--- config.mk ---
export PLATFORM = sky130hd
export DESIGN_NAME = time_seeded_rotate_mix_prng
export DESIGN_NICKNAME = d
export VERILOG_FILES = /design/src/rtl/tsrm_pkg.sv /design/src/rtl/time_seeded_rotate_mix_prng.sv /design/src/rtl/tsrm_dp.sv /design/src/rtl/tsrm_ctrl.sv
export VERILOG_INCLUDE_DIRS = /design/src /design/src/rtl
export SDC_FILE = /design/constraint.sdc
export NUM_CORES = 1
export LEC_CHECK = 0
export ABC_CLOCK_PERIOD_IN_PS = 13700
export BUFFER_PORTS_ARGS = -buffer_cell sky130_fd_sc_hd__buf_2
export CORE_MARGIN = 2
export CORE_UTILIZATION = 45
export CTS_BUF_LIST = sky130_fd_sc_hd__clkbuf_4 sky130_fd_sc_hd__clkbuf_8
export CTS_CLUSTER_DIAMETER = 80
export CTS_CLUSTER_SIZE = 10
export DETAILED_ROUTE_END_ITERATION = 10
export PLACE_DENSITY_LB_ADDON = 0.3
export RECOVER_POWER = 50
export SLEW_MARGIN = 20
export SYNTH_ARGS = -nofsm -noshare
export SYNTH_HDL_FRONTEND = slang
export SYNTH_HIERARCHICAL = 1
export SYNTH_SLANG_ARGS = --single-unit
--- constraint.sdc ---
create_clock -name clk -period 13.7 [get_ports clk]
set_input_delay 1.37 -clock clk [delete_from_list [all_inputs] [get_ports clk]]
set_output_delay 1.37 -clock clk [all_outputs]
set_load 0.01 [all_outputs]
--- src/rtl/time_seeded_rotate_mix_prng_macros.svh ---
// Assertion macros used by the mixer controller, tsrm_ctrl.
// Needs a clock named clk and an active-low reset named rst_n in scope.
`ifndef TIME_SEEDED_ROTATE_MIX_PRNG_MACROS_SVH
`define TIME_SEEDED_ROTATE_MIX_PRNG_MACROS_SVH

// Same-cycle implication, checked outside reset.
`define TSRM_ASSERT_SAME(label, ante, cons) \
    label: assert property (@(posedge clk) disable iff (!rst_n) (ante) |-> (cons)) \
        else $error("tsrm: same-cycle check failed");

// Next-cycle implication, checked outside reset.
`define TSRM_ASSERT_NEXT(label, ante, cons) \
    label: assert property (@(posedge clk) disable iff (!rst_n) (ante) |=> (cons)) \
        else $error("tsrm: next-cycle check failed");

`endif

--- src/rtl/tsrm_pkg.sv ---
// Shared types, constants and the rotate helper for the rotate-mix generator.
// No dependencies; used by tsrm_ctrl, tsrm_dp and the top level.
package tsrm_pkg;

    localparam int unsigned WORD_W  = 32;
    localparam int unsigned ROUND_W = 6;

    localparam logic [WORD_W-1:0] SEED_RESET = 32'h0def_aced;
    localparam logic [WORD_W-1:0] SEED_SUB_K = 32'h87e9_c96b;
    localparam logic [WORD_W-1:0] SEED_ADD_K = 32'h9a72_e90f;
    // Fewest rounds minus one; the time word's low five bits add to it.
    localparam logic [ROUND_W-1:0] ROUND_BASE_M1 = 6'd31;

    // One round is split into four sub-steps, one rotate and one add, subtract or XOR each.
    typedef enum logic [1:0] {
        PH_SEED_MOVE = 2'd0,
        PH_WORD_MIX  = 2'd1,
        PH_SEED_MIX  = 2'd2,
        PH_WORD_FOLD = 2'd3
    } phase_t;

    typedef struct packed {
        logic   load;
        logic   step;
        logic   commit;
        phase_t phase;
    } cmd_t;

    typedef struct packed {
        logic [ROUND_W-1:0] rounds_m1;
    } status_t;

    function automatic logic [WORD_W-1:0] rotr(input logic [WORD_W-1:0] v,
                                                input logic [4:0] n);
        logic [2*WORD_W-1:0] d;
        d = {v, v} >> n;
        return d[WORD_W-1:0];
    endfunction

endpackage

--- src/rtl/time_seeded_rotate_mix_prng.sv ---
// Top level of the time-seeded rotate-mix generator.
// Depends on tsrm_pkg, tsrm_ctrl and tsrm_dp.
//
//  channel | handshake            | payload
//  --------+----------------------+-------------------------
//  input   | in_valid / in_stall  | time_value  [31:0]
//  output  | out_valid / out_stall| random_word [31:0]
//
// Each transaction runs R = (time_value & 31) + 32 rounds, 32 to 63.
// A round takes four sub-steps in the shared datapath, each one rotate
// and one add, subtract or XOR.
// After reset the seed is 0x0defaced and the block is ready at once.
// A stalled full result register holds the finished word in the datapath;
// the next input is taken once the word has moved into the register.
module time_seeded_rotate_mix_prng (
    input  logic        clk,
    input  logic        rst_n,
    input  logic        in_valid,
    output logic        in_stall,
    input  logic [31:0] time_value,
    output logic        out_valid,
    input  logic        out_stall,
    output logic [31:0] random_word
);

    tsrm_pkg::cmd_t    cmd;
    tsrm_pkg::status_t status;

    // Sequence rounds and phases, drive both handshakes.
    tsrm_ctrl u_ctrl (
        .clk       (clk),
        .rst_n     (rst_n),
        .in_valid  (in_valid),
        .in_stall  (in_stall),
        .out_valid (out_valid),
        .out_stall (out_stall),
        .status    (status),
        .cmd       (cmd)
    );

    // Hold working word and persistent seed; one sub-step a cycle while running.
    tsrm_dp u_dp (
        .clk         (clk),
        .rst_n       (rst_n),
        .cmd         (cmd),
        .time_value  (time_value),
        .status      (status),
        .random_word (random_word)
    );

endmodule

--- src/rtl/tsrm_dp.sv ---
// Datapath of the rotate-mix generator: working word, seed, result register.
// Depends on tsrm_pkg; driven by tsrm_ctrl through tsrm_pkg::cmd_t.
module tsrm_dp (
    input  logic                             clk,
    input  logic                             rst_n,
    input  tsrm_pkg::cmd_t                   cmd,
    input  logic [tsrm_pkg::WORD_W-1:0]      time_value,
    output tsrm_pkg::status_t                status,
    output logic [tsrm_pkg::WORD_W-1:0]      random_word
);

    logic [tsrm_pkg::WORD_W-1:0]  w_reg, w_next;
    logic [tsrm_pkg::WORD_W-1:0]  s_reg, s_next;
    logic [tsrm_pkg::WORD_W-1:0]  rot;
    logic [tsrm_pkg::ROUND_W-1:0] rounds_m1_reg;
    logic [tsrm_pkg::WORD_W-1:0]  result_reg;

    always_comb
    begin
        w_next = w_reg;
        s_next = s_reg;
        rot    = '0;
        case (cmd.phase)
            tsrm_pkg::PH_SEED_MOVE:
            begin
                rot    = tsrm_pkg::rotr(w_reg, s_reg[4:0]);
                w_next = rot;
                s_next = rot[0] ? s_reg - tsrm_pkg::SEED_SUB_K
                                : s_reg + tsrm_pkg::SEED_ADD_K;
            end
            tsrm_pkg::PH_WORD_MIX:
            begin
                rot    = tsrm_pkg::rotr(w_reg, s_reg[25:21]);
                w_next = s_reg[2] ? (rot ^ s_reg) : (rot - s_reg);
            end
            tsrm_pkg::PH_SEED_MIX:
            begin
                rot    = tsrm_pkg::rotr(s_reg, w_reg[20:16]);
                s_next = w_reg[0] ? (rot + w_reg) : (rot ^ w_reg);
            end
            tsrm_pkg::PH_WORD_FOLD:
            begin
                rot = tsrm_pkg::rotr(w_reg, s_reg[23:19]);
                if (s_reg[4])
                begin
                    w_next = rot + s_reg;
                end
                else
                begin
                    w_next = rot;
                    s_next = s_reg - rot;
                end
            end
            default:
            begin
                w_next = w_reg;
            end
        endcase
    end

    // Seed persists across transactions, so it takes the reset value.
    always_ff @(posedge clk or negedge rst_n)
    begin
        if (!rst_n)
        begin
            s_reg <= tsrm_pkg::SEED_RESET;
        end
        else if (cmd.step)
        begin
            s_reg <= s_next;
        end
    end

    always_ff @(posedge clk)
    begin
        if (cmd.load)
        begin
            w_reg         <= time_value;
            rounds_m1_reg <= tsrm_pkg::ROUND_BASE_M1
                             + {1'b0, time_value[4:0]};
        end
        else if (cmd.step)
        begin
            w_reg <= w_next;
        end
        if (cmd.commit)
        begin
            result_reg <= w_reg;
        end
    end

    assign status.rounds_m1 = rounds_m1_reg;
    assign random_word      = result_reg;

endmodule

--- src/rtl/tsrm_ctrl.sv ---
// Controller of the rotate-mix generator: handshakes, round and phase counts.
// Depends on tsrm_pkg and time_seeded_rotate_mix_prng_macros.svh.
`include "time_seeded_rotate_mix_prng_macros.svh"

module tsrm_ctrl (
    input  logic              clk,
    input  logic              rst_n,
    input  logic              in_valid,
    output logic              in_stall,
    output logic              out_valid,
    input  logic              out_stall,
    input  tsrm_pkg::status_t status,
    output tsrm_pkg::cmd_t    cmd
);

    typedef enum logic [2:0] {
        S_IDLE = 3'b001,
        S_RUN  = 3'b010,
        S_DONE = 3'b100
    } state_t;

    state_t                       state_reg, state_next;
    tsrm_pkg::phase_t             phase_reg, phase_next;
    logic [tsrm_pkg::ROUND_W-1:0] round_reg, round_next;
    logic                         out_valid_reg, out_valid_next;
    logic                         out_free;

    assign out_free = !out_valid_reg || !out_stall;

    always_comb
    begin
        state_next     = state_reg;
        phase_next     = phase_reg;
        round_next     = round_reg;
        cmd.load       = 1'b0;
        cmd.step       = 1'b0;
        cmd.commit     = 1'b0;
        cmd.phase      = phase_reg;
        case (state_reg)
            S_IDLE:
            begin
                if (in_valid)
                begin
                    cmd.load   = 1'b1;
                    phase_next = tsrm_pkg::PH_SEED_MOVE;
                    round_next = '0;
                    state_next = S_RUN;
                end
            end
            S_RUN:
            begin
                cmd.step   = 1'b1;
                phase_next = tsrm_pkg::phase_t'(phase_reg + 2'd1);
                if (phase_reg == tsrm_pkg::PH_WORD_FOLD)
                begin
                    if (round_reg == status.rounds_m1)
                    begin
                        state_next = S_DONE;
                    end
                    else
                    begin
                        round_next = round_reg + 1'b1;
                    end
                end
            end
            S_DONE:
            begin
                // Hold the finished word until the result register frees up.
                if (out_free)
                begin
                    cmd.commit = 1'b1;
                    state_next = S_IDLE;
                end
            end
            default:
            begin
                state_next = S_IDLE;
            end
        endcase
    end

    always_comb
    begin
        out_valid_next = out_valid_reg;
        if (cmd.commit)
        begin
            out_valid_next = 1'b1;
        end
        else if (out_valid_reg && !out_stall)
        begin
            out_valid_next = 1'b0;
        end
    end

    always_ff @(posedge clk or negedge rst_n)
    begin
        if (!rst_n)
        begin
            state_reg     <= S_IDLE;
            phase_reg     <= tsrm_pkg::PH_SEED_MOVE;
            round_reg     <= '0;
            out_valid_reg <= 1'b0;
        end
        else
        begin
            state_reg     <= state_next;
            phase_reg     <= phase_next;
            round_reg     <= round_next;
            out_valid_reg <= out_valid_next;
        end
    end

    assign in_stall  = (state_reg != S_IDLE);
    assign out_valid = out_valid_reg;

    `TSRM_ASSERT_NEXT(a_accept_starts_run, in_valid && !in_stall, state_reg == S_RUN)
    `TSRM_ASSERT_SAME(a_commit_needs_room, cmd.commit, out_valid_reg == 1'b0 || !out_stall)
    `TSRM_ASSERT_NEXT(a_commit_shows_result, cmd.commit, out_valid_reg)
    `TSRM_ASSERT_SAME(a_round_in_range, state_reg == S_RUN, round_reg <= status.rounds_m1)

endmodule

Word-level counts from Yosys, hierarchy flattened:

Index checks and enable logic that the tools add are counted.
Widths: inputs -> output; s select.

* bits in registers: 114

* add/sub/neg operators: 9
* equality and inequality tests: 14
* shifts and indexed selects: 4
* mux-type cells: 27
* bitwise logic cells: 2
* reductions and logical operators: 16

Operators by type and width (count)
* $shr 64x5->32: 4
* $mux 32: 7
* $pmux 32 s3: 2
* $add 32x32->32: 2
* $sub 32x32->32: 2
* $xor 32x32->32: 2
* $add 32x32->32 const B: 1
* $sub 32x32->32 const B: 1
* $mux 6: 3
* $mux 3: 4
* $pmux 6 s2: 1
* $pmux 3 s3: 1
* $reduce_and 4->1: 2
* $mux 1: 7
* $add 5x5->6 const A: 1
* $add 6x1->6 const B: 1
* $eq 6x6->1: 1
* $ne 2x1->1 const B: 3
* $ne 2x2->1 const B: 3
* $reduce_and 2->1: 3
* $reduce_bool 2->1: 3
* $eq 2x2->1 const B: 2
* $pmux 2 s2: 1
* $reduce_bool 4->1: 1
* other kinds (13): 14

Longest topological paths before layout:

* depth in word-level cells: 6
* mapped depth: 25
* mapped depth without buffers: 21

By module:

Netlist, hierarchy kept.

Modules (own cells, without submodules)
* tsrm_dp: times used 1, cells an instance 2593, area each 19971.7 um^2, seq. area each 2927.8 um^2
* tsrm_ctrl: times used 1, cells an instance 85, area each 804.5 um^2, seq. area each 301.5 um^2

Least setup slack after synthesis:

Ideal clock, no wire load.

* path type: register -> register
* start: reg u_dp/s_reg[1] (netlist bit)
* end: reg u_dp/s_reg[31] (netlist bit)
* setup time: 0.131 ns
* arrival time: 5.049 ns
* data required time: 13.569 ns
* slack: 8.519 ns
* cell stages (with the launch flop): 21
* buffers on the path: 2
* cells stage by stage: dfrtp_1 > clkbuf_1 > clkbuf_1 > mux4_2 > mux2i_1 > nand2_1 > o21ai_0 > nor2_1 > nor2_1 > inv_1 > ha_1 > nand2_1 > o21ai_0 > a221oi_1 > o21ai_1 > o211ai_1 > a2111oi_0 > nor2_1 > xnor2_1 > mux2i_1 > or3_1

* cells in the longest elaborated chain, start to end: 4

RTL lines
* start: declaration: line tsrm_dp.sv:13 `logic [tsrm_pkg::WORD_W-1:0] s_reg, s_next;`
* start signal: assignment: line tsrm_dp.sv:66 `s_reg <= tsrm_pkg::SEED_RESET;`
* start signal: assignment: line tsrm_dp.sv:70 `s_reg <= s_next;`
* $shr 64x5->32: line tsrm_pkg.sv:36 `d = {v, v} >> n;`
* $add 32x32->32 or $xor 32x32->32 (tied branches): line tsrm_dp.sv:39 `s_next = w_reg[0] ? (rot + w_reg) : (rot ^ w_reg);`
* $mux 32: line tsrm_dp.sv:39
* $pmux 32 s3 (*): line tsrm_dp.sv:23 `case (cmd.phase)`

Mark *: on every way between the ends. The rest lies on a longest branch, timed or not. The select of a mux whose other input is x is not followed.
A chain may end at the register's enable or synchronous reset.

Worst setup path after layout:

* start: reg u_dp/w_reg[16] (netlist bit)
* end: reg u_dp/s_reg[28] (netlist bit)

* cells in the longest elaborated chain, start to end: 4

RTL lines
* start: declaration: line tsrm_dp.sv:12 `logic [tsrm_pkg::WORD_W-1:0] w_reg, w_next;`
* start signal: assignment: line tsrm_dp.sv:78 `w_reg <= time_value;`
* start signal: assignment: line tsrm_dp.sv:84 `w_reg <= w_next;`
* $shr 64x5->32: line tsrm_pkg.sv:36
* $sub 32x32->32 (tied with other cells): line tsrm_dp.sv:51 `s_next = s_reg - rot;`
* $mux 32, on equally long branches: line tsrm_dp.sv:44, tsrm_dp.sv:39
* $pmux 32 s3 (*): line tsrm_dp.sv:23

Marked as above.

==> results.md <==
- Syn-to-layout area delta: 5.08%
- RR Startpoint: u_dp/w_reg[16]
- Die ar.: 47,900 um^2
- Synth Area in Compound Gates: 0.242
- Die Wd: 219 um
- Post-DP HPWL: 73,500 um
- Final Critical Period: 8900 ps
- Slew Limit Fails: 386
- Largest net degree at the start of global routing: 62
- CP Class: flip-flop to flip-flop
- DR pass1 iterations: 7
- Synthesized area per cell: 7.76 um^2
- Critical Path End Type: flip-flop
- Post-Synth Simple-Gate Area: 0.161
- Core area: 45,500 um^2
- CP required: 14,200 ps
- Max-cap violations: 9
- Floorplan row count: 78
- CTS Buffer Depth: 2
- Worst Tran Pin Value: about 3600 ps
- Critical-path maximum fanout: 50
- Chip height: 219 um
- Worst setup margin: 4800 ps
- Synthesized flop and latch total: 114
- I/O pins: 70
- Hold Buf Count CTS: 0
- Post-CTS Setup Bufs: 0
- Final setup violation count: 0
- Share of cells above drive strength 1: 0.110
- Clk_lat worst skew: 580 ps
- Clock Sinks: 114
- Fmax achieved: about 110 MHz
- DRT antenna net count: 0
- RSZ-0062 raised after global routing: no
- DRT iter0 DRCs: about 3,100
- Setup TNS: 0 ps
- Vias in the first global route: 20,137
- Commonest non-fill, non-tap cell in the layout: nand2_1
- Placer congestion estimate: 1.05
- Final setup skew: between 20 and 25 ps
- GRT Total Usage: 0.397
- Cts repair resizes: 0
- Warnings from Yosys: 6
- Fin crit share: 0.649
- Critical Path Source: u_dp/w_reg[16]
- HP Start: u_ctrl/round_reg[5]
- Synth Instances: 2,678
- Most used DFF post-synth: edfxtp_1
- Clk slew on worst S/H paths: 100 ps
- Sequential area share after synthesis: 0.155
- Post-synthesis async set-or-reset flop share: 0.386
- Synth cell types: 93
- Rel. slew slack: -1.38
- Final nets: roughly 2,800
- DRC: 0
- Worst Hold Class: flip-flop to flip-flop
- Combinational family with the most area after synthesis: compound AO/OA/AOI/OAI gates
- Post-synth EDFFs: 70
- Fillers: 4,550
- WHS Path Cells: 1
- Vias: 22,098
- Critical Path AT: 9400 ps
- Final hold vios: 0
- Status: complete, but fails checks
- Initial antenna violation count: 2
- Startpoint types: flip-flop
- Remaining global-route overflow: 0
- Failing checks: max-capacitance violations, max-slew violations
- Reg2reg path depth: 19
- Starting Density: 0.457
- Drt total wl: approximately 96,000 um
- CTS buffer count: 17
- Vias per inst: 6.83
- Clock tree from TritonCTS: done
- Net Count, Synth: approximately 2,900
- Pre-CTS WS: 7110 ps
- Most frequent cells in the layout: nand2_1, mux2i_1, o21ai_0
- Post-synthesis mux area share: 0.224
- H-tree Lvls: 4
- Routed len/inst: 29.6 um
- Port Buffer Count: 69
- Xor/xnor share of the synthesized area: 0.0552
- Post-synthesis adder-cell area fraction: 0.0982
- First-pass GRT wire length: 138,000 um
- Root Driver: clkbuf_8
- Cell Area, Synth: 20,800 um^2
[cell usage after synthesis (all sizes together), types with 16 or more instances]
master | n | share of area
a211oi | 27 | 0.0098
o21bai | 17 | 0.0061
nand2b | 25 | 0.0075
a31oi | 30 | 0.0090
a21o | 56 | 0.020
o22ai | 16 | 0.0048
dfstp | 21 | 0.027
nand3 | 28 | 0.0067
xnor2 | 99 | 0.042
nor2b | 19 | 0.0057
mux2i | 260 | 0.13
a21oi | 198 | 0.048
nor3 | 29 | 0.0070
o21ai | 249 | 0.061
ha | 155 | 0.093
xor2 | 31 | 0.013
clkbuf | 141 | 0.025
o21a | 16 | 0.0058
mux4 | 71 | 0.077
nor2 | 227 | 0.041
mux2 | 39 | 0.021
dfrtp | 23 | 0.028
a221oi | 26 | 0.011
inv | 135 | 0.024
buf | 57 | 0.013
edfxtp | 70 | 0.10
nand2 | 355 | 0.064
o211ai | 29 | 0.010
[layout make-up]
class / instances / area, um^2 / share of cell area
tap: 600 / 751 / 0.0344
clock buffer: 18 / 248 / 0.0113
clock inverter: 14 / 201 / 0.00923
timing repair buffer: 123 / 668 / 0.0306
inverter: 140 / 526 / 0.0241
multi-input combinational: 2226 / 16200 / 0.742
sequential: 114 / 3240 / 0.148
antenna: 1 / 2.50 / 0.000115
[cells by family (layout without fill, tap and decap cells)]
group | count (synthesis) | count (layout)
adder cells (fa/ha/maj) | 160 | 160
buffers and inverters | 338 | 295
multiplexers | 370 | 370
flip-flops | 114 | 114
AO/OA/AOI/OAI | 797 | 797
AND/OR/NAND/NOR | 769 | 769
other | 0 | 1
XOR/XNOR | 130 | 130
[per-layer routing]
layer / GRT usage / vias up / wire, um
met5: 0 / - / 11
li1: - / 9695 / -
met1: 0.519 / 10530 / 37600
met3: 0.127 / 302 / 12800
met4: 0.220 / 2 / 6540
met2: 0.575 / 1569 / 38900
[metrics by stage]
step | area [um^2] | hold WS [ps] | utilization | instances
after detailed placement | 21500 | 511 | 0.473 | 3203
after CTS | 22000 | 536 | 0.483 | 3235
after global routing | 21800 | 558 | 0.480 | 3235
after floorplan | 20800 | 424 | - | 2678
after global placement | 21500 | 515 | 0.473 | 3203
final | 21800 | 537 | 0.480 | 3236
[critical path: stages, from the launching register on]
cell      delay, ps
edfxtp_1        330
clkbuf_1       2240
clkinv_1       1330
mux2i_1         530
mux2i_1         150
a21o_1          300
mux2i_1         240
ha_1            270
inv_1            80
fa_1            410
nor2b_1         170
o211ai_1        120
a21boi_0        500
o21ai_0         260
a31oi_1         360
a21o_1          190
o31ai_1         120
o32ai_1         470
mux2_2          470
a31oi_1         200
[worst paths after layout]
path | end | slack [ps]
min in group asynchronous | u_ctrl/out_valid | 1920
min | u_ctrl/round_reg[5] | 540
max | u_dp/s_reg[28] | 4800
max in group asynchronous | u_dp/s_reg[20] | 9800
min reg2reg | u_ctrl/round_reg[5] | 540
max reg2reg | u_dp/s_reg[28] | 4800
Power is left out: the tool's default activity adds up to more than one toggle a clock period on the data nets, which glitch-free logic cannot reach.
